===== config.mk =====
export PLATFORM = sky130hd
export DESIGN_NAME = rk4op_ctrl
export DESIGN_NICKNAME = d
export VERILOG_FILES = /design/src/rk4op_pkg.sv /design/src/rk4op_ctrl.sv
export SDC_FILE = /design/constraint.sdc
export NUM_CORES = 1
export LEC_CHECK = 0
export ABC_CLOCK_PERIOD_IN_PS = 3850
export BUFFER_PORTS_ARGS = -buffer_cell sky130_fd_sc_hd__buf_2
export CAP_MARGIN = 5
export CORE_AREA = 2 2 84 106
export DETAILED_ROUTE_END_ITERATION = 12
export DIE_AREA = 0 0 86 108
export GPL_ROUTABILITY_DRIVEN = 0
export PLACE_DENSITY = 0.57
export SYNTH_ARGS = -nofsm -noshare
export SYNTH_HDL_FRONTEND = slang
export SYNTH_SLANG_ARGS = --single-unit

===== constraint.sdc =====
create_clock -name clk -period 3.85 [get_ports clk]
set_input_delay 0.5775 -clock clk [delete_from_list [all_inputs] [get_ports clk]]
set_output_delay 0.5775 -clock clk [all_outputs]
set_load 0.02 [all_outputs]

===== src/rk4op_pkg.sv =====
// rk4op_pkg: types, codes and the micro-program of the rk4 orbit propagator
// shared by the controller, the datapath and the top level; no dependencies

package rk4op_pkg;

    localparam int ADDR_BITS  = 5;
    localparam int RAM_DEPTH  = 32;
    localparam int PC_BITS    = 7;
    localparam int CNT_BITS   = 3;
    localparam int STEP_BITS  = 31;
    localparam int FIELD_BITS = 32;

    localparam logic [STEP_BITS-1:0] STEP_RESET  = 31'd1677722;
    localparam logic [CNT_BITS-1:0]  RSQRT_ITERS = 3'd6;

    localparam logic OP_LOAD = 1'b0;
    localparam logic OP_STEP = 1'b1;

    // scratch register file map
    localparam logic [ADDR_BITS-1:0] A_S   = 5'd0;
    localparam logic [ADDR_BITS-1:0] A_T   = 5'd4;
    localparam logic [ADDR_BITS-1:0] A_K   = 5'd8;
    localparam logic [ADDR_BITS-1:0] A_ACC = 5'd12;
    localparam logic [ADDR_BITS-1:0] A_HH  = 5'd16;
    localparam logic [ADDR_BITS-1:0] A_H6  = 5'd17;
    localparam logic [ADDR_BITS-1:0] A_H3  = 5'd18;
    localparam logic [ADDR_BITS-1:0] A_R2  = 5'd19;
    localparam logic [ADDR_BITS-1:0] A_Z   = 5'd20;
    localparam logic [ADDR_BITS-1:0] A_TT  = 5'd21;
    localparam logic [ADDR_BITS-1:0] A_IV  = 5'd22;
    localparam logic [ADDR_BITS-1:0] A_U   = 5'd23;

    localparam logic [PC_BITS-1:0] DERIV_PC = 7'd72;
    localparam logic [PC_BITS-1:0] LOOP_PC  = 7'd77;

    typedef enum logic [3:0] {
        UOP_MUL,
        UOP_ADD,
        UOP_ADDZ,
        UOP_SUB,
        UOP_MOV,
        UOP_SEED,
        UOP_CALL,
        UOP_RET,
        UOP_LDCNT,
        UOP_LOOP,
        UOP_END
    } uop_t;

    typedef enum logic [2:0] {
        SRC_RAM,
        SRC_HALF,
        SRC_SIXTH,
        SRC_THIRD,
        SRC_THREE,
        SRC_STEP
    } src_t;

    typedef struct packed {
        uop_t                 op;
        src_t                 a_sel;
        logic [ADDR_BITS-1:0] a_addr;
        src_t                 b_sel;
        logic [ADDR_BITS-1:0] b_addr;
        logic [ADDR_BITS-1:0] d_addr;
    } uinst_t;

    typedef enum logic [2:0] {
        ST_CLEAR,
        ST_IDLE,
        ST_LOAD,
        ST_FETCH,
        ST_EXEC,
        ST_WB,
        ST_SEED,
        ST_DONE
    } state_t;

    typedef struct packed {
        logic                   op;
        logic signed [FIELD_BITS-1:0] load_pos_x;
        logic signed [FIELD_BITS-1:0] load_pos_y;
        logic signed [FIELD_BITS-1:0] load_vel_x;
        logic signed [FIELD_BITS-1:0] load_vel_y;
    } req_t;

    typedef struct packed {
        logic signed [FIELD_BITS-1:0] new_pos_x;
        logic signed [FIELD_BITS-1:0] new_pos_y;
        logic signed [FIELD_BITS-1:0] new_vel_x;
        logic signed [FIELD_BITS-1:0] new_vel_y;
        logic                   singular;
        logic                   saturated;
    } rsp_t;

    typedef struct packed {
        logic       capture;
        logic       load_wr;
        logic       clear;
        logic [1:0] load_idx;
        logic       ex;
        logic       wb;
        logic       seed;
        logic       finish;
        logic       sing;
        uinst_t     ui;
    } dp_cmd_t;

    typedef struct packed {
        logic zero;
        logic seed_found;
    } dp_sts_t;

    function automatic uinst_t mk(input uop_t op, input src_t as, input logic [ADDR_BITS-1:0] aa,
                                  input src_t bs, input logic [ADDR_BITS-1:0] ba,
                                  input logic [ADDR_BITS-1:0] d);
        uinst_t u;
        u.op     = op;
        u.a_sel  = as;
        u.a_addr = aa;
        u.b_sel  = bs;
        u.b_addr = ba;
        u.d_addr = d;
        return u;
    endfunction

    function automatic logic [ADDR_BITS-1:0] lane(input logic [ADDR_BITS-1:0] base,
                                                   input logic [1:0] i);
        return base + ADDR_BITS'(i);
    endfunction

    function automatic uinst_t ucode(input logic [PC_BITS-1:0] pc);
        uinst_t               u;
        logic [PC_BITS-1:0]   o;
        logic [1:0]           i;
        logic [1:0]           j;
        logic [1:0]           blk;
        u = mk(UOP_END, SRC_RAM, A_S, SRC_RAM, A_S, A_S);
        o = '0;
        i = '0;
        j = '0;
        blk = '0;
        if (pc == 7'd0) begin
            u = mk(UOP_MUL, SRC_HALF, A_S, SRC_STEP, A_S, A_HH);
        end else if (pc == 7'd1) begin
            u = mk(UOP_MUL, SRC_SIXTH, A_S, SRC_STEP, A_S, A_H6);
        end else if (pc == 7'd2) begin
            u = mk(UOP_MUL, SRC_THIRD, A_S, SRC_STEP, A_S, A_H3);
        end else if (pc < 7'd7) begin
            o = pc - 7'd3;
            i = o[1:0];
            u = mk(UOP_MOV, SRC_RAM, lane(A_S, i), SRC_RAM, A_S, lane(A_T, i));
        end else if (pc == 7'd7 || pc == 7'd24 || pc == 7'd41 || pc == 7'd58) begin
            u = mk(UOP_CALL, SRC_RAM, A_S, SRC_RAM, A_S, A_S);
        end else if (pc < 7'd58) begin
            if (pc < 7'd24) begin
                o = pc - 7'd8;
                blk = 2'd0;
            end else if (pc < 7'd41) begin
                o = pc - 7'd25;
                blk = 2'd1;
            end else begin
                o = pc - 7'd42;
                blk = 2'd2;
            end
            i = o[3:2];
            j = o[1:0];
            case (j)
                2'd0: u = mk(UOP_MUL, SRC_RAM, (blk == 2'd0) ? A_H6 : A_H3,
                             SRC_RAM, lane(A_K, i), A_U);
                2'd1: u = mk(UOP_ADD, SRC_RAM, (blk == 2'd0) ? lane(A_S, i) : lane(A_ACC, i),
                             SRC_RAM, A_U, lane(A_ACC, i));
                2'd2: u = mk(UOP_MUL, (blk == 2'd2) ? SRC_STEP : SRC_RAM, A_HH,
                             SRC_RAM, lane(A_K, i), A_U);
                default: u = mk(UOP_ADD, SRC_RAM, lane(A_S, i), SRC_RAM, A_U, lane(A_T, i));
            endcase
        end else if (pc < 7'd67) begin
            o = pc - 7'd59;
            i = o[2:1];
            if (o[0] == 1'b0) begin
                u = mk(UOP_MUL, SRC_RAM, A_H6, SRC_RAM, lane(A_K, i), A_U);
            end else begin
                u = mk(UOP_ADD, SRC_RAM, lane(A_ACC, i), SRC_RAM, A_U, lane(A_ACC, i));
            end
        end else if (pc < 7'd71) begin
            o = pc - 7'd67;
            i = o[1:0];
            u = mk(UOP_MOV, SRC_RAM, lane(A_ACC, i), SRC_RAM, A_S, lane(A_S, i));
        end else if (pc >= DERIV_PC) begin
            o = pc - DERIV_PC;
            case (o)
                7'd0:  u = mk(UOP_MUL, SRC_RAM, A_T, SRC_RAM, A_T, A_U);
                7'd1:  u = mk(UOP_MUL, SRC_RAM, lane(A_T, 2'd1), SRC_RAM, lane(A_T, 2'd1), A_TT);
                7'd2:  u = mk(UOP_ADDZ, SRC_RAM, A_U, SRC_RAM, A_TT, A_R2);
                7'd3:  u = mk(UOP_SEED, SRC_RAM, A_R2, SRC_RAM, A_R2, A_Z);
                7'd4:  u = mk(UOP_LDCNT, SRC_RAM, A_S, SRC_RAM, A_S, A_S);
                7'd5:  u = mk(UOP_MUL, SRC_RAM, A_Z, SRC_RAM, A_Z, A_TT);
                7'd6:  u = mk(UOP_MUL, SRC_RAM, A_R2, SRC_RAM, A_TT, A_TT);
                7'd7:  u = mk(UOP_SUB, SRC_THREE, A_S, SRC_RAM, A_TT, A_TT);
                7'd8:  u = mk(UOP_MUL, SRC_RAM, A_Z, SRC_RAM, A_TT, A_TT);
                7'd9:  u = mk(UOP_MUL, SRC_RAM, A_TT, SRC_HALF, A_S, A_Z);
                7'd10: u = mk(UOP_LOOP, SRC_RAM, A_S, SRC_RAM, A_S, A_S);
                7'd11: u = mk(UOP_MUL, SRC_RAM, A_Z, SRC_RAM, A_Z, A_IV);
                7'd12: u = mk(UOP_MUL, SRC_RAM, A_IV, SRC_RAM, A_Z, A_IV);
                7'd13: u = mk(UOP_MOV, SRC_RAM, lane(A_T, 2'd2), SRC_RAM, A_S, A_K);
                7'd14: u = mk(UOP_MOV, SRC_RAM, lane(A_T, 2'd3), SRC_RAM, A_S, lane(A_K, 2'd1));
                7'd15: u = mk(UOP_MUL, SRC_RAM, A_T, SRC_RAM, A_IV, lane(A_K, 2'd2));
                7'd16: u = mk(UOP_MUL, SRC_RAM, lane(A_T, 2'd1), SRC_RAM, A_IV, lane(A_K, 2'd3));
                7'd17: u = mk(UOP_RET, SRC_RAM, A_S, SRC_RAM, A_S, A_S);
                default: u = mk(UOP_END, SRC_RAM, A_S, SRC_RAM, A_S, A_S);
            endcase
        end
        return u;
    endfunction

endpackage


===== src/rk4op_ctrl.sv =====
// rk4op_ctrl: sequencer that steps the micro-program and drives the datapath
// depends on rk4op_pkg

module rk4op_ctrl (
    input  logic               clk,
    input  logic               rst_n,
    input  logic               req_valid,
    output logic               req_stall,
    input  logic               req_op,
    output logic               rsp_valid,
    input  logic               rsp_stall,
    output rk4op_pkg::dp_cmd_t cmd,
    input  rk4op_pkg::dp_sts_t sts
);
    import rk4op_pkg::*;

    state_t               state_reg, state_next;
    logic [PC_BITS-1:0]   pc_reg, pc_next;
    logic [PC_BITS-1:0]   ret_reg, ret_next;
    logic [CNT_BITS-1:0]  cnt_reg, cnt_next;
    logic [1:0]           idx_reg, idx_next;
    logic                 sing_reg, sing_next;
    logic                 valid_reg, valid_next;
    uinst_t               ui;

    always_ff @(posedge clk or negedge rst_n)
    begin
        if (!rst_n)
        begin
            state_reg <= ST_CLEAR;
            pc_reg    <= '0;
            ret_reg   <= '0;
            cnt_reg   <= '0;
            idx_reg   <= '0;
            sing_reg  <= 1'b0;
            valid_reg <= 1'b0;
        end
        else
        begin
            state_reg <= state_next;
            pc_reg    <= pc_next;
            ret_reg   <= ret_next;
            cnt_reg   <= cnt_next;
            idx_reg   <= idx_next;
            sing_reg  <= sing_next;
            valid_reg <= valid_next;
        end
    end

    always_comb
    begin
        ui         = ucode(pc_reg);
        state_next = state_reg;
        pc_next    = pc_reg;
        ret_next   = ret_reg;
        cnt_next   = cnt_reg;
        idx_next   = idx_reg;
        sing_next  = sing_reg;
        valid_next = valid_reg && rsp_stall;
        req_stall  = 1'b1;
        cmd        = '0;
        cmd.ui     = ui;
        cmd.sing   = sing_reg;
        cmd.load_idx = idx_reg;
        case (state_reg)
            ST_CLEAR:
            begin
                cmd.clear = 1'b1;
                idx_next  = idx_reg + 2'd1;
                if (idx_reg == 2'd3)
                begin
                    state_next = ST_IDLE;
                end
            end
            ST_IDLE:
            begin
                req_stall = 1'b0;
                if (req_valid)
                begin
                    cmd.capture = 1'b1;
                    sing_next   = 1'b0;
                    idx_next    = '0;
                    pc_next     = '0;
                    state_next  = (req_op == OP_STEP) ? ST_FETCH : ST_LOAD;
                end
            end
            ST_LOAD:
            begin
                cmd.load_wr = 1'b1;
                idx_next    = idx_reg + 2'd1;
                if (idx_reg == 2'd3)
                begin
                    state_next = ST_DONE;
                end
            end
            ST_FETCH:
            begin
                case (ui.op)
                    UOP_CALL:
                    begin
                        ret_next = pc_reg + 7'd1;
                        pc_next  = DERIV_PC;
                    end
                    UOP_RET:
                    begin
                        pc_next = ret_reg;
                    end
                    UOP_LDCNT:
                    begin
                        cnt_next = RSQRT_ITERS;
                        pc_next  = pc_reg + 7'd1;
                    end
                    UOP_LOOP:
                    begin
                        cnt_next = cnt_reg - 3'd1;
                        pc_next  = (cnt_reg != 3'd1) ? LOOP_PC : pc_reg + 7'd1;
                    end
                    UOP_END:
                    begin
                        state_next = ST_DONE;
                    end
                    default:
                    begin
                        state_next = ST_EXEC;
                    end
                endcase
            end
            ST_EXEC:
            begin
                cmd.ex     = 1'b1;
                state_next = (ui.op == UOP_SEED) ? ST_SEED : ST_WB;
            end
            ST_WB:
            begin
                cmd.wb = 1'b1;
                if (ui.op == UOP_ADDZ && sts.zero)
                begin
                    sing_next  = 1'b1;
                    state_next = ST_DONE;
                end
                else
                begin
                    pc_next    = pc_reg + 7'd1;
                    state_next = ST_FETCH;
                end
            end
            ST_SEED:
            begin
                cmd.seed = 1'b1;
                if (sts.seed_found)
                begin
                    pc_next    = pc_reg + 7'd1;
                    state_next = ST_FETCH;
                end
            end
            ST_DONE:
            begin
                if (!valid_reg || !rsp_stall)
                begin
                    cmd.finish = 1'b1;
                    valid_next = 1'b1;
                    state_next = ST_IDLE;
                end
            end
            default:
            begin
                state_next = ST_IDLE;
            end
        endcase
    end

    assign rsp_valid = valid_reg;

endmodule


* Word level (Yosys, flattened, before mapping) *
Memories as Yosys holds them, arrays and structs flattened.
Index checks and enable logic that the tools add are counted.

operators by class
  reduce and logical (&&, ||, !) cells = 25
  magnitude comparators = 7
  add/sub/neg operators = 17
  multiplexer cells = 65
  equality and inequality tests = 34

operators with widths
  cell                   number
  $mux W25               10
  $pmux W22 S3           1
  $pmux W7 S4            2
  $mux W4                8
  $mux W7                4
  $add A4 B2 Y5 const A  5
  $pmux W3 S8            1
  $mux W2                11
  $mux W22               1
  $mux W3                7
  $ne A2 B2 Y1 const B   8
  $mux W1                15
  $eq A7 B6 Y1 const B   2
  $lt A7 B6 Y1 const B   2
  $lt A7 B7 Y1 const B   2
  $eq A3 B3 Y1 const B   4
  $eq A4 B3 Y1 const B   3
  $eq A4 B4 Y1 const B   3
  $pmux W3 S2            2
  $sub A4 B4 Y4 const B  3
  $add A3 B2 Y4 const A  2
  $add A7 B1 Y7 const B  1
  $eq A7 B1 Y1 const B   1
  $eq A7 B2 Y1 const B   1
  34 further kinds       49

storage, ports and cells
  register bits = 24
  bits in read-only memories = 608
  output and inout port bits = 37
  memories = 1

memory list
  memory            words  bits a word  read ports  clocked after Yosys merged registers in  write ports  line              RTL
  (name not given)  32     19           1           0                                        0            rk4op_pkg.sv:191  case (o)

* Depth between registers and ports, before layout *
  word-level depth = 22
  depth in mapped cells = 16

* Worst setup path after synthesis *
OpenSTA, ideal clock, no wires.

  path type = register to output
  start = reg pc_reg[3]
  end = out cmd[6] (netlist name)
  required time = 3.273 ns
  path slack = 0.075 ns
  buffers on the path = 3
  stages on the path, launching flop included = 14
  data arrival time = 3.197 ns
  cell sequence = dfrtp_1 buf_2 buf_2 buf_1 inv_1 ha_1 or2_1 o21ai_1 nand2_1 nor2_1 a21oi_1 a31oi_1 nor2_1 a311oi_1

RTL lines
  element                 line              RTL
  start, declared         rk4op_ctrl.sv:18  logic [PC_BITS-1:0] pc_reg, pc_next;
  start signal, assigned  rk4op_ctrl.sv:41  pc_reg <= pc_next;
  end, declared           rk4op_ctrl.sv:12  output rk4op_pkg::dp_cmd_t cmd,

==> flow_summary.toml <==
[critical_path]
path_class = "register to output port"
reg2reg_slack_ns = 0.48
reg2reg_depth = 12
path_cells = "buf_4 > ha_1 > mux2_1 > nand4_1 > and2_1 > nand4_1 > or3_1 > a21oi_1 > buf_2"
cp.required_ns = 3.27
crit_top_cell = "nand4_1"
crit_family = "simple AND/OR/NAND/NOR gates"
worstSetupStartpoint = "pc_reg[1]"
critPathCaptureType = "output port"
startpoint_type = "register"
slowest_stage = "or3_1"
crit_arrival_ns = 3.03
worstPathMaxFanout = 13
slowest_delay_ns = 0.44
r2r-end = "pc_reg[2]"
cp_num_cells = 9
path_buf_inv = 2
rr_startpoint = "pc_reg[0]"

[sta]
setup_viol = 0
fin_crit_ns = 3.61
setup_tns_ns = 0
post-route-period-util_pct = 93.8
worst_slew_pin_slew_ns = 0.689
rsz0062_at_grt = "false"
slew_viol_final = 0
hold_viol_final = 0
setup_ws_ns = 0.240
finalClockSkew_ns = 0.00471
fmax_mhz = 277
slew_headroom_pct = 54.0

[drt]
met1Wirelength_mm = 4.12
viasPerCell = 6.05
routedWlPerCell_microns = 18.3
route.met3.wl_microns = 513
routed_wl_mm = 10.2
route.detailed.drc = 0
top_layer = "met4"
drt_first_pass_iters = 5
vias = 3396
drtIter0Drc = 299
wl_met2_mm = 4.90
ant_nets = 0

[synth]
synth_top_area_share_pct = 19.1
ys_async_sr_fraction_pct = 100
synth_seq_cells = 24
yosysWarnings = 0
synth_area_leaders = "dfrtp_1 19%, ha_1 9.1%, nand2_1 7.0%"
synth_nets = 454
synth_compound_area_share_pct = 30.0
synth_top_cell_by_area = "dfrtp_1"
post_synth.cell_area_avg_sq_um = 7.42
synth_cells = 424
synth_fa_ha_area_share_pct = 9.15
synth.distinct_cells = 80
synth_xor_area_share_pct = 1.67
synthMuxAreaShare_pct = 3.78
yosysSeqAreaShare_pct = 19.1
synth_simple_gate_area_share_pct = 29.0
synth_edf_count = 0
synth_ff_type = "dfrtp_1"
synth_area_sq_mm = 0.00315
synth_top_family_by_area = "compound AO/OA/AOI/OAI gates"

[grt]
track_usage_pct = 22.5
overflow = 0
grt_max_degree = 36
grt_pass1_vias = 3262
grt_pass1_wl_mm = 16.7
antenna_found_initial = 0

[clock_tree]
clkLatencyLatePin_ns = 0.27
cts_hold_buf = 0
clock_path_buffers = 2
tritoncts = "built"
clk_pin_slew_ns = 0.09
htreeDepth = 1
clockRootBuffer = "clkbuf_8"
clkSinkCount = 24
numCtsBuffers = 3

[floorplanning]
rows = 37
ios = 44
core-area_sq_mm = 0.00819
die_width_microns = 86
dieHeight_microns = 108
start_util_pct = 38.4
die_area_sq_mm = 0.00929

[layout]
diodes = 0
fin_area_sq_mm = 0.00357
area_growth_pct = 13.4
final_nets = 495
drive_above_1_share_pct = 22.2
layout.cells.non_filler = 561

[hold_path]
hp-class = "input port to asynchronous set/reset pin"

[placement]
port_buffers = 42
hpwl_mm = 7.98
post-place-cells = 557
place_ws_ns = 0.510
placed_cell_area_sq_mm = 0.00349

[job]
max_cap_violations = 0

[pwr]
powerDensity_mw_per_mm2 = 1030
ir_worst_vdd_uv = 436
p_leak_nw = 1.59
total_power_w = 0.00368

[outcome]
status = "finished clean"
-- synthesized netlist by cell type (all sizes together), types with 4 or more instances --
| cell type | number |
|---|---|
| clkbuf | 12 |
| nor2 | 44 |
| a311oi | 4 |
| o21ai | 34 |
| inv | 17 |
| a31oi | 11 |
| mux2i | 4 |
| dfrtp | 24 |
| a211oi | 7 |
| nor3b | 7 |
| ha | 23 |
| nand2 | 59 |
| nand3 | 11 |
| xnor2 | 6 |
| o31ai | 4 |
| o21a | 4 |
| buf | 17 |
| a21oi | 32 |
| nor3 | 10 |
| mux2 | 7 |
| nand4 | 6 |
| and2 | 6 |
| nand2b | 9 |
| o211ai | 6 |
-- metal layers --
layer	up-vias	global-route usage [%]
met5	-	0
met1	1574	27.1
li1	1614	-
met3	50	1.60
met4	0	16.6
met2	158	37.5
-- power breakdown --
part	switching, W	internal, W
Clock	0.0000833	0.000139
Sequential	0.000123	0.000340
Combinational	0.00192	0.00107
-- placed cells by master, fill, tap and decap left out, types with 3 or more instances in the layout --
master	Yosys	layout
a211oi_1	6	6
a21o_1	3	3
a21oi_1	27	27
a21oi_2	4	4
a311oi_1	4	4
a31oi_1	10	10
and2_1	5	5
and3_1	3	3
and3b_1	3	3
buf_2	7	42
buf_4	6	23
clkbuf_8	0	3
dfrtp_1	24	24
ha_1	23	23
inv_1	16	16
mux2_2	5	5
mux2i_1	4	4
nand2_1	59	59
nand2b_1	8	8
nand3_1	10	10
nand4_1	5	5
nor2_1	44	43
nor3_1	9	9
nor3b_1	6	6
o211ai_1	5	5
o21a_1	4	4
o21ai_0	33	33
o22a_1	3	3
o31ai_1	4	4
or3_1	3	3
xnor2_1	6	6
-- logic make-up after synthesis --
kind of cell / after synthesis
buffers and inverters: 47
AOI/OAI and AO/OA: 134
DFF: 24
adders and majority gates: 23
other: 1
muxes: 11
and+or+nand+nor: 178
xor gates and xnor gates: 6
-- stage by stage --
| stage | hold slack [ns] | utilization [%] |
|---|---|---|
| global placement | 0.472 | 42.6 |
| CTS | 0.309 | 43.5 |
| finish | 0.285 | 43.5 |
| global route | 0.321 | 43.5 |
| floorplan | 0.282 | - |
| detailed placement | 0.462 | 42.6 |
-- worst max-delay path by stage --
stage                            to  slack [ns]
after floorplan              cmd[6]        0.08
after global placement    pc_reg[2]        0.52
after detailed placement    cmd[13]        0.51
after CTS                   cmd[13]        0.20
after global routing        cmd[14]        0.01
final                       cmd[16]        0.24
-- final cells by class --
type | instances | area, sq um
Fill cell | 846 | 4630
Multi-Input combinational cell | 353 | 2320
Sequential cell | 24 | 601
Timing Repair Buffer | 65 | 383
Tap cell | 97 | 121
Inverter | 18 | 68.8
Clock buffer | 3 | 41.3
Clock inverter | 1 | 30.0
-- what timing repair did --
| item | 4_1_cts | 5_1_grt |
|---|---|---|
| setup endpoints to repair | 0 | 1 |
| setup buffers | 0 | 0 |
| gates resized for setup | 0 | 1 |
Power figures use the tool's default switching activity.
