**src/rk4op_pkg.sv**
```systemverilog
// rk4op_pkg: types, codes and the micro-program of the rk4 orbit propagator
// shared by the controller, the datapath and the top level; no dependencies

package rk4op_pkg;

    localparam int ADDR_BITS  = 5;
    localparam int RAM_DEPTH  = 32;
    localparam int PC_BITS    = 7;
    localparam int CNT_BITS   = 3;
    localparam int STEP_BITS  = 31;
    localparam int FIELD_BITS = 32;

    localparam logic [STEP_BITS-1:0] STEP_RESET  = 31'd1677722;
    localparam logic [CNT_BITS-1:0]  RSQRT_ITERS = 3'd6;

    localparam logic OP_LOAD = 1'b0;
    localparam logic OP_STEP = 1'b1;

    // scratch register file map
    localparam logic [ADDR_BITS-1:0] A_S   = 5'd0;
    localparam logic [ADDR_BITS-1:0] A_T   = 5'd4;
    localparam logic [ADDR_BITS-1:0] A_K   = 5'd8;
    localparam logic [ADDR_BITS-1:0] A_ACC = 5'd12;
    localparam logic [ADDR_BITS-1:0] A_HH  = 5'd16;
    localparam logic [ADDR_BITS-1:0] A_H6  = 5'd17;
    localparam logic [ADDR_BITS-1:0] A_H3  = 5'd18;
    localparam logic [ADDR_BITS-1:0] A_R2  = 5'd19;
    localparam logic [ADDR_BITS-1:0] A_Z   = 5'd20;
    localparam logic [ADDR_BITS-1:0] A_TT  = 5'd21;
    localparam logic [ADDR_BITS-1:0] A_IV  = 5'd22;
    localparam logic [ADDR_BITS-1:0] A_U   = 5'd23;

    localparam logic [PC_BITS-1:0] DERIV_PC = 7'd72;
    localparam logic [PC_BITS-1:0] LOOP_PC  = 7'd77;

    typedef enum logic [3:0] {
        UOP_MUL,
        UOP_ADD,
        UOP_ADDZ,
        UOP_SUB,
        UOP_MOV,
        UOP_SEED,
        UOP_CALL,
        UOP_RET,
        UOP_LDCNT,
        UOP_LOOP,
        UOP_END
    } uop_t;

    typedef enum logic [2:0] {
        SRC_RAM,
        SRC_HALF,
        SRC_SIXTH,
        SRC_THIRD,
        SRC_THREE,
        SRC_STEP
    } src_t;

    typedef struct packed {
        uop_t                 op;
        src_t                 a_sel;
        logic [ADDR_BITS-1:0] a_addr;
        src_t                 b_sel;
        logic [ADDR_BITS-1:0] b_addr;
        logic [ADDR_BITS-1:0] d_addr;
    } uinst_t;

    typedef enum logic [2:0] {
        ST_CLEAR,
        ST_IDLE,
        ST_LOAD,
        ST_FETCH,
        ST_EXEC,
        ST_WB,
        ST_SEED,
        ST_DONE
    } state_t;

    typedef struct packed {
        logic                   op;
        logic signed [FIELD_BITS-1:0] load_pos_x;
        logic signed [FIELD_BITS-1:0] load_pos_y;
        logic signed [FIELD_BITS-1:0] load_vel_x;
        logic signed [FIELD_BITS-1:0] load_vel_y;
    } req_t;

    typedef struct packed {
        logic signed [FIELD_BITS-1:0] new_pos_x;
        logic signed [FIELD_BITS-1:0] new_pos_y;
        logic signed [FIELD_BITS-1:0] new_vel_x;
        logic signed [FIELD_BITS-1:0] new_vel_y;
        logic                   singular;
        logic                   saturated;
    } rsp_t;

    typedef struct packed {
        logic       capture;
        logic       load_wr;
        logic       clear;
        logic [1:0] load_idx;
        logic       ex;
        logic       wb;
        logic       seed;
        logic       finish;
        logic       sing;
        uinst_t     ui;
    } dp_cmd_t;

    typedef struct packed {
        logic zero;
        logic seed_found;
    } dp_sts_t;

    function automatic uinst_t mk(input uop_t op, input src_t as, input logic [ADDR_BITS-1:0] aa,
                                  input src_t bs, input logic [ADDR_BITS-1:0] ba,
                                  input logic [ADDR_BITS-1:0] d);
        uinst_t u;
        u.op     = op;
        u.a_sel  = as;
        u.a_addr = aa;
        u.b_sel  = bs;
        u.b_addr = ba;
        u.d_addr = d;
        return u;
    endfunction

    function automatic logic [ADDR_BITS-1:0] lane(input logic [ADDR_BITS-1:0] base,
                                                   input logic [1:0] i);
        return base + ADDR_BITS'(i);
    endfunction

    function automatic uinst_t ucode(input logic [PC_BITS-1:0] pc);
        uinst_t               u;
        logic [PC_BITS-1:0]   o;
        logic [1:0]           i;
        logic [1:0]           j;
        logic [1:0]           blk;
        u = mk(UOP_END, SRC_RAM, A_S, SRC_RAM, A_S, A_S);
        o = '0;
        i = '0;
        j = '0;
        blk = '0;
        if (pc == 7'd0) begin
            u = mk(UOP_MUL, SRC_HALF, A_S, SRC_STEP, A_S, A_HH);
        end else if (pc == 7'd1) begin
            u = mk(UOP_MUL, SRC_SIXTH, A_S, SRC_STEP, A_S, A_H6);
        end else if (pc == 7'd2) begin
            u = mk(UOP_MUL, SRC_THIRD, A_S, SRC_STEP, A_S, A_H3);
        end else if (pc < 7'd7) begin
            o = pc - 7'd3;
            i = o[1:0];
            u = mk(UOP_MOV, SRC_RAM, lane(A_S, i), SRC_RAM, A_S, lane(A_T, i));
        end else if (pc == 7'd7 || pc == 7'd24 || pc == 7'd41 || pc == 7'd58) begin
            u = mk(UOP_CALL, SRC_RAM, A_S, SRC_RAM, A_S, A_S);
        end else if (pc < 7'd58) begin
            if (pc < 7'd24) begin
                o = pc - 7'd8;
                blk = 2'd0;
            end else if (pc < 7'd41) begin
                o = pc - 7'd25;
                blk = 2'd1;
            end else begin
                o = pc - 7'd42;
                blk = 2'd2;
            end
            i = o[3:2];
            j = o[1:0];
            case (j)
                2'd0: u = mk(UOP_MUL, SRC_RAM, (blk == 2'd0) ? A_H6 : A_H3,
                             SRC_RAM, lane(A_K, i), A_U);
                2'd1: u = mk(UOP_ADD, SRC_RAM, (blk == 2'd0) ? lane(A_S, i) : lane(A_ACC, i),
                             SRC_RAM, A_U, lane(A_ACC, i));
                2'd2: u = mk(UOP_MUL, (blk == 2'd2) ? SRC_STEP : SRC_RAM, A_HH,
                             SRC_RAM, lane(A_K, i), A_U);
                default: u = mk(UOP_ADD, SRC_RAM, lane(A_S, i), SRC_RAM, A_U, lane(A_T, i));
            endcase
        end else if (pc < 7'd67) begin
            o = pc - 7'd59;
            i = o[2:1];
            if (o[0] == 1'b0) begin
                u = mk(UOP_MUL, SRC_RAM, A_H6, SRC_RAM, lane(A_K, i), A_U);
            end else begin
                u = mk(UOP_ADD, SRC_RAM, lane(A_ACC, i), SRC_RAM, A_U, lane(A_ACC, i));
            end
        end else if (pc < 7'd71) begin
            o = pc - 7'd67;
            i = o[1:0];
            u = mk(UOP_MOV, SRC_RAM, lane(A_ACC, i), SRC_RAM, A_S, lane(A_S, i));
        end else if (pc >= DERIV_PC) begin
            o = pc - DERIV_PC;
            case (o)
                7'd0:  u = mk(UOP_MUL, SRC_RAM, A_T, SRC_RAM, A_T, A_U);
                7'd1:  u = mk(UOP_MUL, SRC_RAM, lane(A_T, 2'd1), SRC_RAM, lane(A_T, 2'd1), A_TT);
                7'd2:  u = mk(UOP_ADDZ, SRC_RAM, A_U, SRC_RAM, A_TT, A_R2);
                7'd3:  u = mk(UOP_SEED, SRC_RAM, A_R2, SRC_RAM, A_R2, A_Z);
                7'd4:  u = mk(UOP_LDCNT, SRC_RAM, A_S, SRC_RAM, A_S, A_S);
                7'd5:  u = mk(UOP_MUL, SRC_RAM, A_Z, SRC_RAM, A_Z, A_TT);
                7'd6:  u = mk(UOP_MUL, SRC_RAM, A_R2, SRC_RAM, A_TT, A_TT);
                7'd7:  u = mk(UOP_SUB, SRC_THREE, A_S, SRC_RAM, A_TT, A_TT);
                7'd8:  u = mk(UOP_MUL, SRC_RAM, A_Z, SRC_RAM, A_TT, A_TT);
                7'd9:  u = mk(UOP_MUL, SRC_RAM, A_TT, SRC_HALF, A_S, A_Z);
                7'd10: u = mk(UOP_LOOP, SRC_RAM, A_S, SRC_RAM, A_S, A_S);
                7'd11: u = mk(UOP_MUL, SRC_RAM, A_Z, SRC_RAM, A_Z, A_IV);
                7'd12: u = mk(UOP_MUL, SRC_RAM, A_IV, SRC_RAM, A_Z, A_IV);
                7'd13: u = mk(UOP_MOV, SRC_RAM, lane(A_T, 2'd2), SRC_RAM, A_S, A_K);
                7'd14: u = mk(UOP_MOV, SRC_RAM, lane(A_T, 2'd3), SRC_RAM, A_S, lane(A_K, 2'd1));
                7'd15: u = mk(UOP_MUL, SRC_RAM, A_T, SRC_RAM, A_IV, lane(A_K, 2'd2));
                7'd16: u = mk(UOP_MUL, SRC_RAM, lane(A_T, 2'd1), SRC_RAM, A_IV, lane(A_K, 2'd3));
                7'd17: u = mk(UOP_RET, SRC_RAM, A_S, SRC_RAM, A_S, A_S);
                default: u = mk(UOP_END, SRC_RAM, A_S, SRC_RAM, A_S, A_S);
            endcase
        end
        return u;
    endfunction

endpackage

```
**src/rk4op_ram.sv**
```systemverilog
// rk4op_ram: generic register-file memory, one write port, two registered read ports
// no dependencies

module rk4op_ram #(
    parameter int WIDTH = 32,
    parameter int DEPTH = 32
) (
    input  logic                     clk,
    input  logic                     we,
    input  logic [$clog2(DEPTH)-1:0] waddr,
    input  logic [WIDTH-1:0]         wdata,
    input  logic [$clog2(DEPTH)-1:0] raddr_a,
    input  logic [$clog2(DEPTH)-1:0] raddr_b,
    output logic [WIDTH-1:0]         rdata_a,
    output logic [WIDTH-1:0]         rdata_b
);

    logic [WIDTH-1:0] mem_reg [DEPTH];
    logic [WIDTH-1:0] rdata_a_reg;
    logic [WIDTH-1:0] rdata_b_reg;

    always_ff @(posedge clk)
    begin
        if (we)
        begin
            mem_reg[waddr] <= wdata;
        end
        rdata_a_reg <= mem_reg[raddr_a];
        rdata_b_reg <= mem_reg[raddr_b];
    end

    assign rdata_a = rdata_a_reg;
    assign rdata_b = rdata_b_reg;

endmodule

```
**src/rk4op_dp.sv**
```systemverilog
// rk4op_dp: datapath with scratch memory, shared multiplier and saturating alu
// depends on rk4op_pkg and rk4op_ram

module rk4op_dp #(
    parameter int WORD_BITS = 32,
    parameter int FRAC_BITS = 24
) (
    input  logic                                clk,
    input  logic                                rst_n,
    input  rk4op_pkg::dp_cmd_t                  cmd,
    output rk4op_pkg::dp_sts_t                  sts,
    input  rk4op_pkg::req_t                     req_data,
    input  logic [rk4op_pkg::STEP_BITS-1:0]     step,
    output rk4op_pkg::rsp_t                     rsp_data
);
    import rk4op_pkg::*;

    localparam int W  = WORD_BITS;
    localparam int F  = FRAC_BITS;
    localparam int IW = $clog2(W);
    localparam logic [63:0] MAXV64 = (64'd1 << (W - 1)) - 64'd1;
    localparam logic [63:0] MINV64 = ~MAXV64;
    localparam logic [W-1:0] MAXV = MAXV64[W-1:0];
    localparam logic [W-1:0] MINV = MINV64[W-1:0];
    localparam logic [63:0] HALF64  = 64'd1 << (F - 1);
    localparam logic [63:0] SIXTH64 = ((64'd1 << F) + 64'd3) / 64'd6;
    localparam logic [63:0] THIRD64 = ((64'd1 << F) + 64'd1) / 64'd3;
    localparam logic [63:0] THREE64 = 64'd3 << F;
    localparam logic [W-1:0] C_HALF  = (HALF64 > MAXV64) ? MAXV : HALF64[W-1:0];
    localparam logic [W-1:0] C_SIXTH = (SIXTH64 > MAXV64) ? MAXV : SIXTH64[W-1:0];
    localparam logic [W-1:0] C_THIRD = (THIRD64 > MAXV64) ? MAXV : THIRD64[W-1:0];
    localparam logic [W-1:0] C_THREE = (THREE64 > MAXV64) ? MAXV : THREE64[W-1:0];

    req_t                 in_reg;
    logic [W-1:0]         a_reg;
    logic [W-1:0]         b_reg;
    logic [2*W-1:0]       prod_reg;
    logic                 neg_reg;
    logic [IW-1:0]        idx_reg;
    logic                 sat_reg;
    logic [W-1:0]         st_reg [4];
    rsp_t                 res_reg;

    logic [W-1:0]         rdata_a, rdata_b;
    logic [W-1:0]         opa, opb, mag_a, mag_b;
    logic [63:0]          step64;
    logic                 h_over;
    logic [W-1:0]         h_val;
    logic                 ex_sat;

    logic [2*W-1:0]       q, lim, qm;
    logic                 mul_sat;
    logic [W-1:0]         mul_res;
    logic [W:0]           sum, diff;
    logic [W-1:0]         sum_c, diff_c, alu_res;
    logic                 alu_sat;

    int                   m, s, c, sh;
    logic [W-1:0]         seed_val;
    logic                 seed_sat;
    logic                 found;

    logic signed [FIELD_BITS-1:0] lf;
    logic signed [63:0]   lw;
    logic [W-1:0]         lv;
    logic                 lv_sat;

    logic                 we;
    logic [ADDR_BITS-1:0] waddr;
    logic [W-1:0]         wdata;
    logic                 wsat;

    logic signed [63:0]   ov [4];
    logic [FIELD_BITS-1:0] o32 [4];
    logic [3:0]           oclamp;

    rk4op_ram #(
        .WIDTH (W),
        .DEPTH (RAM_DEPTH)
    ) u_ram (
        .clk     (clk),
        .we      (we),
        .waddr   (waddr),
        .wdata   (wdata),
        .raddr_a (cmd.ui.a_addr),
        .raddr_b (cmd.ui.b_addr),
        .rdata_a (rdata_a),
        .rdata_b (rdata_b)
    );

    // operand selection
    always_comb
    begin
        step64 = 64'(step);
        h_over = step64 > MAXV64;
        h_val  = h_over ? MAXV : step64[W-1:0];
        case (cmd.ui.a_sel)
            SRC_HALF:  opa = C_HALF;
            SRC_SIXTH: opa = C_SIXTH;
            SRC_THIRD: opa = C_THIRD;
            SRC_THREE: opa = C_THREE;
            SRC_STEP:  opa = h_val;
            default:   opa = rdata_a;
        endcase
        case (cmd.ui.b_sel)
            SRC_HALF:  opb = C_HALF;
            SRC_SIXTH: opb = C_SIXTH;
            SRC_THIRD: opb = C_THIRD;
            SRC_THREE: opb = C_THREE;
            SRC_STEP:  opb = h_val;
            default:   opb = rdata_b;
        endcase
        mag_a  = opa[W-1] ? (-opa) : opa;
        mag_b  = opb[W-1] ? (-opb) : opb;
        ex_sat = h_over && (cmd.ui.a_sel == SRC_STEP || cmd.ui.b_sel == SRC_STEP);
    end

    // product scaling and saturating add and subtract
    always_comb
    begin
        q       = prod_reg >> F;
        lim     = neg_reg ? ((2 * W)'(1) << (W - 1)) : (2 * W)'(MAXV);
        mul_sat = q > lim;
        qm      = mul_sat ? lim : q;
        mul_res = neg_reg ? (-qm[W-1:0]) : qm[W-1:0];
        sum     = {a_reg[W-1], a_reg} + {b_reg[W-1], b_reg};
        diff    = {a_reg[W-1], a_reg} - {b_reg[W-1], b_reg};
        sum_c   = (sum[W] != sum[W-1]) ? (sum[W] ? MINV : MAXV) : sum[W-1:0];
        diff_c  = (diff[W] != diff[W-1]) ? (diff[W] ? MINV : MAXV) : diff[W-1:0];
        case (cmd.ui.op)
            UOP_MUL:
            begin
                alu_res = mul_res;
                alu_sat = mul_sat;
            end
            UOP_ADD, UOP_ADDZ:
            begin
                alu_res = sum_c;
                alu_sat = sum[W] != sum[W-1];
            end
            UOP_SUB:
            begin
                alu_res = diff_c;
                alu_sat = diff[W] != diff[W-1];
            end
            default:
            begin
                alu_res = a_reg;
                alu_sat = 1'b0;
            end
        endcase
    end

    // reciprocal square root seed from the leading one
    always_comb
    begin
        found = a_reg[idx_reg];
        m     = int'(idx_reg);
        s     = m - F;
        c     = (s + 1) >>> 1;
        sh    = F - c;
        seed_sat = 1'b0;
        if (sh >= W - 1)
        begin
            seed_val = MAXV;
            seed_sat = 1'b1;
        end
        else if (sh < 0)
        begin
            seed_val = '0;
        end
        else
        begin
            seed_val = W'(1) << sh;
        end
    end

    // load value clamp
    always_comb
    begin
        case (cmd.load_idx)
            2'd0:    lf = in_reg.load_pos_x;
            2'd1:    lf = in_reg.load_pos_y;
            2'd2:    lf = in_reg.load_vel_x;
            default: lf = in_reg.load_vel_y;
        endcase
        lw     = 64'(lf);
        lv_sat = 1'b1;
        if (lw > $signed(MAXV64))
        begin
            lv = MAXV;
        end
        else if (lw < $signed(MINV64))
        begin
            lv = MINV;
        end
        else
        begin
            lv     = lw[W-1:0];
            lv_sat = 1'b0;
        end
    end

    // write port
    always_comb
    begin
        we    = 1'b0;
        waddr = cmd.ui.d_addr;
        wdata = alu_res;
        wsat  = 1'b0;
        if (cmd.clear)
        begin
            we    = 1'b1;
            waddr = lane(A_S, cmd.load_idx);
            wdata = '0;
        end
        else if (cmd.load_wr)
        begin
            we    = 1'b1;
            waddr = lane(A_S, cmd.load_idx);
            wdata = lv;
            wsat  = lv_sat;
        end
        else if (cmd.seed)
        begin
            we    = found;
            wdata = seed_val;
            wsat  = found && seed_sat;
        end
        else if (cmd.wb)
        begin
            we    = 1'b1;
            wsat  = alu_sat;
        end
    end

    // result assembly with 32-bit output clamp
    always_comb
    begin
        for (int i = 0; i < 4; i++)
        begin
            ov[i]     = 64'($signed(st_reg[i]));
            oclamp[i] = 1'b1;
            if (ov[i] > 64'sh7FFFFFFF)
            begin
                o32[i] = 32'h7FFFFFFF;
            end
            else if (ov[i] < -64'sh80000000)
            begin
                o32[i] = 32'h80000000;
            end
            else
            begin
                o32[i]    = ov[i][31:0];
                oclamp[i] = 1'b0;
            end
        end
    end

    always_ff @(posedge clk or negedge rst_n)
    begin
        if (!rst_n)
        begin
            sat_reg <= 1'b0;
            for (int i = 0; i < 4; i++)
            begin
                st_reg[i] <= '0;
            end
        end
        else
        begin
            if (cmd.capture)
            begin
                sat_reg <= 1'b0;
            end
            else if ((cmd.ex && ex_sat) || wsat)
            begin
                sat_reg <= 1'b1;
            end
            if (we && waddr[ADDR_BITS-1:2] == '0)
            begin
                st_reg[waddr[1:0]] <= wdata;
            end
        end
    end

    always_ff @(posedge clk)
    begin
        if (cmd.capture)
        begin
            in_reg <= req_data;
        end
        if (cmd.ex)
        begin
            a_reg    <= opa;
            b_reg    <= opb;
            prod_reg <= (2 * W)'(mag_a) * (2 * W)'(mag_b);
            neg_reg  <= opa[W-1] ^ opb[W-1];
            idx_reg  <= IW'(W - 1);
        end
        else if (cmd.seed && !found)
        begin
            idx_reg <= idx_reg - IW'(1);
        end
        if (cmd.finish)
        begin
            res_reg.new_pos_x <= o32[0];
            res_reg.new_pos_y <= o32[1];
            res_reg.new_vel_x <= o32[2];
            res_reg.new_vel_y <= o32[3];
            res_reg.singular  <= cmd.sing;
            res_reg.saturated <= (sat_reg && !cmd.sing) || (|oclamp);
        end
    end

    assign sts.zero       = (alu_res == '0);
    assign sts.seed_found = found;
    assign rsp_data       = res_reg;

endmodule

```
**config.mk**
```make
export PLATFORM = sky130hd
export DESIGN_NAME = rk4op_dp
export DESIGN_NICKNAME = d
export VERILOG_FILES = /design/src/rk4op_pkg.sv /design/src/rk4op_ram.sv /design/src/rk4op_dp.sv
export SDC_FILE = /design/constraint.sdc
export NUM_CORES = 2
export LEC_CHECK = 0
export ABC_AREA = 0
export BUFFER_PORTS_ARGS = -buffer_cell sky130_fd_sc_hd__buf_4
export CAP_MARGIN = 20
export CELL_PAD_IN_SITES_DETAIL_PLACEMENT = 1
export CELL_PAD_IN_SITES_GLOBAL_PLACEMENT = 2
export CORE_MARGIN = 3
export CORE_UTILIZATION = 44
export CTS_CLUSTER_DIAMETER = 100
export CTS_CLUSTER_SIZE = 14
export DETAILED_ROUTE_END_ITERATION = 12
export GPL_TIMING_DRIVEN = 0
export PLACE_DENSITY_LB_ADDON = 0.1
export SLEW_MARGIN = 20
export SYNTH_ARGS = -nofsm -noshare
export SYNTH_HDL_FRONTEND = slang
export SYNTH_HIERARCHICAL = 1
export SYNTH_SLANG_ARGS = --single-unit
```
**constraint.sdc**
```tcl
create_clock -name clk -period 12.3 [get_ports clk]
set_input_delay 1.23 -clock clk [delete_from_list [all_inputs] [get_ports clk]]
set_output_delay 1.23 -clock clk [all_outputs]
set_load 0.01 [all_outputs]
```
Word-level counts from Yosys, hierarchy flattened
Memory sizes are Yosys's and may differ from the RTL's. A register that Yosys moved wholly into a read port is not among the register bits.
Index checks and enable logic that the tools add are counted.
{"block": "totals", "regBits": 521, "ram_bits": 1024, "inputBits": 197, "out_inout_bits": 132, "n_memories": 1}
{"block": "classes", "add_sub_neg": 9, "n_mul": 1, "order_cmp": 16, "eq_ne": 17, "n_shift": 1, "n_mux": 55, "bitwise": 2, "n_reduce_logical": 15}
{"memory": "u_ram.mem_reg", "words": 32, "word_bits": 32, "read_ports": 2, "rd_ports_with_merged_regs": 2, "write_ports": 1, "line": "rk4op_ram.sv:18", "text": "logic [WIDTH-1:0] mem_reg [DEPTH];"}
{"cell": "two-way mux 32 bit", "count": 21}
{"cell": "one-hot mux 32 bit (5 select lines)", "count": 2}
{"cell": "one-hot mux 32 bit (3 select lines)", "count": 2}
{"cell": "greater-than comparator 32 bit (second input constant)", "count": 5}
{"cell": "< comparator 32 bit (second input constant)", "count": 5}
{"cell": "bitwise mux 128 bit", "count": 1}
{"cell": "negation 32 bit", "count": 3}
{"cell": "demux 32 bit (select 2 bit)", "count": 1}
{"cell": "multiplier 32 x 32 -> 64 bit", "count": 1}
{"cell": "greater-than comparator 40 x 32 -> 1 bit", "count": 1}
{"cell": "adder 32 x 32 -> 33 bit", "count": 1}
{"cell": "subtractor 32 x 32 -> 33 bit", "count": 1}
{"cell": "logical NOT 32 bit", "count": 1}
{"cell": "<< shifter 1 x 32 -> 32 bit (first input constant)", "count": 1}
{"cell": "two-way mux 1 bit", "count": 24}
{"cell": "equality test 3 x 2 -> 1 bit (second input constant)", "count": 4}
{"cell": "equality test 3 bit (second input constant)", "count": 4}
{"cell": "two-way mux 5 bit", "count": 2}
{"cell": "equality test 4 x 2 -> 1 bit (second input constant)", "count": 2}
{"cell": "adder 6 x 2 -> 7 bit (second input constant)", "count": 1}
{"cell": ">= comparator 7 x 6 -> 1 bit (second input constant)", "count": 1}
{"cell": "< comparator 7 x 1 -> 1 bit (second input constant)", "count": 1}
{"cell": "subtractor 6 x 6 -> 7 bit (first input constant)", "count": 1}
{"cell": "equality test 3 x 1 -> 1 bit (second input constant)", "count": 2}
{"cell": "22 further kinds", "count": 28}

Logic depth before layout (Yosys ltp)
{"block": "depth", "word_depth": 11, "mapped_depth": 43, "mapped_depth_nobuf": 41}

Hierarchy
Netlist, hierarchy kept.
{"module": "rk4op_dp", "n_inst": 1, "cells_per_inst": 6121, "area_each_um2": 58762.6, "seq_area_each_um2": 14228.6}
{"module": "rk4op_ram", "n_inst": 1, "cells_per_inst": 3450, "area_each_um2": 50070.5, "seq_area_each_um2": 32030.7}

Worst setup path after synthesis
No wires, ideal clock.
{"block": "synth_timing", "path_kind": "input to register", "from": "in cmd[10] in the netlist's numbering", "to": "reg prod_reg[47], data pin", "arrival_ps": 11318, "required_time_ps": 12042, "slack_ps": 725, "stages": 40, "path_buffers": 4, "cell_sequence": "buf_4 -> and3b_1 -> buf_2 -> a221oi_1 -> clkbuf_1 -> ha_1 -> nand2_1 -> nor3_1 -> nand2b_4 -> nor3_4 -> nor2_1 -> xnor2_1 -> clkbuf_1 -> nor2_1 -> fa_1 -> fa_1 -> inv_1 -> fa_1 -> (+4 left out) -> fa_1 -> inv_1 -> fa_1 -> inv_1 -> ha_1 -> nand3_1 -> or4_1 -> or3b_2 -> a31oi_1 -> o31ai_2 -> a31oi_1 -> a41oi_1 -> o21ai_1 -> o21ai_0 -> a21boi_1 -> o21a_1 -> nor2_1 -> xnor2_1"}
{"block": "synth_between", "elab_chain_cells": 5, "word_cells_on_any_way": 9, "cone_classes": "add/sub: 1; mul: 1; eq/ne: 5; mux: 2"}
{"item": "from (decl)", "line": "rk4op_dp.sv:10", "text": "input rk4op_pkg::dp_cmd_t cmd,"}
{"item": "equality test 3 bit (tied with other cells)", "line": "rk4op_dp.sv:105", "text": "case (cmd.ui.b_sel)"}
{"item": "one-hot mux 32 bit (5 select lines) (*)", "line": "rk4op_dp.sv:105"}
{"item": "negation 32 bit", "line": "rk4op_dp.sv:114", "text": "mag_b = opb[W-1] ? (-opb) : opb;"}
{"item": "two-way mux 32 bit (*)", "line": "rk4op_dp.sv:114"}
{"item": "multiplier 32 x 32 -> 64 bit (*)", "line": "rk4op_dp.sv:297", "text": "prod_reg <= (2 * W)'(mag_a) * (2 * W)'(mag_b);"}
{"item": "to (signal assigned)", "line": "rk4op_dp.sv:297"}
{"item": "to (decl)", "line": "rk4op_dp.sv:37", "text": "logic [2*W-1:0] prod_reg;"}
Mark *: on every way between the ends. The rest lies on a longest branch, timed or not.
A chain may end at the register's enable or synchronous reset.

Worst setup path in the final report
{"block": "layout_timing", "from": "in cmd[10] in the netlist's numbering", "to": "reg prod_reg[62], data pin"}
{"block": "layout_between", "elab_chain_cells": 5, "word_cells_on_any_way": 9, "cone_classes": "add/sub: 1; mul: 1; eq/ne: 5; mux: 2"}
{"item": "equality test 3 bit (tied with other cells)", "line": "rk4op_dp.sv:105"}
{"item": "one-hot mux 32 bit (5 select lines) (*)", "line": "rk4op_dp.sv:105"}
{"item": "via opb[9]", "line": "rk4op_dp.sv:45", "text": "logic [W-1:0] opa, opb, mag_a, mag_b;"}
{"item": "negation 32 bit", "line": "rk4op_dp.sv:114"}
{"item": "two-way mux 32 bit (*)", "line": "rk4op_dp.sv:114"}
{"item": "multiplier 32 x 32 -> 64 bit (*)", "line": "rk4op_dp.sv:297"}
Mark *: on every way through the listed nets, which the timed path passes. The rest lies on a longest branch.

==> impl_metrics.yaml <==
run_status:
  status: "complete, no violations"
clock_network:
  clk_latency_ns: 0.85
  cts-buffers-inserted: 134
  cts_buffer_depth: 3
  root_buffer: "clkbuf_16"
  cts_sinks: 1585
  path_clk_slew_ns: 0.07
  cts_tree: "done"
  htreeDepth: 4
critical_path:
  critPathBufInv: 10
  endpoint_kind: "flip-flop"
  startpoint_type: "input port"
  required_ns: 12.82
  timing_worst_setup_path_type: "input port to flip-flop"
  slowest_delay_ns: 0.72
  critPathSlowestCell: "xnor2_2"
  cpLargestDelayFamily: "adder cells"
  cp_max_fo: 10
  worstPathArrival_ns: 12.72
  reg2reg_slack_ns: 0.92
  cpMostUsedCell: "fa_1"
route:
  drt-initial-drc-count: 9010
  wl_um: 463000
  first_pass_iters: 7
  wire_per_inst_um: 34.3
  ant_nets: 0
  vias_per_cell: 6.09
  drc: 0
  vias: 82300
floorplan:
  num_rows: 181
  die_h_um: 503
  start_util_pct: 44.5
  dieArea_um2: 253000
  core_area_um2: 245000
  dieWidth_um: 503
  io_pins: 329
placement:
  gp_congestion: 1.01
  post-place-ws_ns: -3.87
  numPortBuffers: 323
  dp_hpwl_um: 362000
yosys:
  synthDistinctLibCells: 104
  syn_avg_cell_area_um2: 11.4
  synth-edff-count: 1387
  synth_nets: 11000
  synthCells: 9571
  yosys_warnings: 6
  synth_area_leaders: "edfxtp_1 38%, fa_1 16%, mux2i_1 9.5%"
  async_flop_share_pct: 8.14
  synth_commonest_cells: "1,387 x edfxtp_1, 1,034 x mux2i_1, 1,023 x inv_1"
  yosysTopAreaCellShare_pct: 38.3
  ys_seq_area_share_pct: 42.5
  yosysTopAreaCell: "edfxtp_1"
  ys.flop_type: "edfxtp_1"
  yosysMostFrequentCell: "edfxtp_1"
  syn_area_um2: 109000
  synth_seq_cells: 1585
global_route:
  overflow: 0
  grt_pass1_vias: 86000
  track_usage_pct: 36.2
  grt_pass1_wl_um: 647000
  grt_antenna_before_repair: 54
  grt_max_degree: 111
run:
  maxCapViolCount: 0
sta:
  finalHoldViolCount: 0
  setup_viol: 0
  setup_slack_ns: 0.106
  fin_skew_ns: 0.0820
  worstMarginPinSlew_ns: 1.32
  min_period_ns: 12.19
  whs_ns: 0.330
  fin_crit_sh_pct: 99.1
  max_freq_mhz: 82.0
  slew_violations: 0
  max_slew_margin_pct: 12.3
cells_and_area:
  drive_gt1_share_pct: 12.9
  seq_area_um2: 46300
  final_nets: 11700
  synthToLayoutAreaGrowth_pct: 14.4
  multi_input_comb_area_um2: 57300
  largest_reg_flops: 1024
  fill_cells: 25500
worst_hold_path:
  hold_class: "input port to async pin"
## metrics by stage
step	setup TNS [ns]	instances	utilization, %	instance area (um^2)
2_1_floorplan	0	9571	-	109000
3_3_place_gp	-141.77	13100	47.1	115000
3_5_place_dp	-120.05	13200	48.4	118000
4_1_cts	0	13400	50.6	124000
5_1_grt	-0.0331	13500	50.9	124000
6_report	0	13500	50.9	124000
## worst paths after layout
check | start | end | depth (start not counted)
min reg2reg | ov[217]$_DFFE_PN0P_ | ov[217]$_DFFE_PN0P_ | 2
max reg2reg | u_ram/rdata_a[0]$_DFF_P_ | prod_reg[62]$_DFFE_PP_ | 39
max in group asynchronous | rst_n | ov[202]$_DFFE_PN0P_ | 2
min in group clk | ov[217]$_DFFE_PN0P_ | ov[217]$_DFFE_PN0P_ | 2
min | rst_n | ov[27]$_DFFE_PN0P_ | 1
max | cmd[10] | prod_reg[62]$_DFFE_PP_ | 40
## timing repair
action / in CTS / in global routing
gates resized for setup: 215 / 159
setup buffers: 48 / 32
hold buffers: 0 / 0
gates cloned: 0 / 0
hold endpoints to repair: 0 / 0
pin swaps: 28 / 40
endpoints found under the setup margin: 39 / 23
## cell usage in the layout, fill, tap and decap left out, types with 42 or more instances in the layout
| cell type | count |
|---|---|
| a21o_1 | 64 |
| a21oi_1 | 392 |
| a22o_1 | 171 |
| a22oi_1 | 199 |
| a31oi_1 | 83 |
| buf_12 | 55 |
| buf_2 | 94 |
| buf_4 | 449 |
| buf_6 | 76 |
| clkbuf_1 | 385 |
| clkbuf_16 | 136 |
| clkbuf_2 | 55 |
| dfrtp_1 | 129 |
| dfxtp_1 | 69 |
| edfxtp_1 | 1387 |
| fa_1 | 889 |
| ha_1 | 361 |
| inv_1 | 1015 |
| mux2i_1 | 1034 |
| mux4_2 | 42 |
| nand2_1 | 872 |
| nand3_1 | 231 |
| nor2_1 | 754 |
| nor2_4 | 45 |
| nor3_1 | 121 |
| o21ai_0 | 182 |
| xnor2_1 | 85 |
| xor2_1 | 42 |
## layout make-up
class                           count  area share [%]
Antenna cell                       22          0.0442
Buffer                            651            2.84
Multi-Input combinational cell   6297            46.1
Clock inverter                     21           0.373
Clock buffer                      179            2.83
Sequential cell                  1585            37.2
Tap cell                         3202            3.22
Inverter                         1024            3.09
Timing Repair Buffer              516            4.40
## metal layers
metal  vias up  wire [um]  global-route usage (%)
li1      34200          -                       -
met1     43300     183000                    46.6
met2      3752     212000                    57.2
met3       951      39400                    8.02
met4        20      29200                    19.3
met5         -        214                       0
## cell families (layout without fill, tap and decap cells)
kind of cell | count (synthesis) | after routing | synth area share, %
and+or+nand+nor | 2321 | 2321 | 9.24
AOI/OAI and AO/OA | 1387 | 1387 | 8.54
other | 0 | 22 | 0
xor gates and xnor gates | 220 | 220 | 1.85
muxes | 1106 | 1106 | 10.7
adders and majority gates | 1263 | 1263 | 20.7
buffers and inverters | 1689 | 2391 | 6.47
DFF | 1585 | 1585 | 42.5
Power is not shown: default switching activity piles up to over one toggle a cycle in this logic, so the estimate is an artifact.
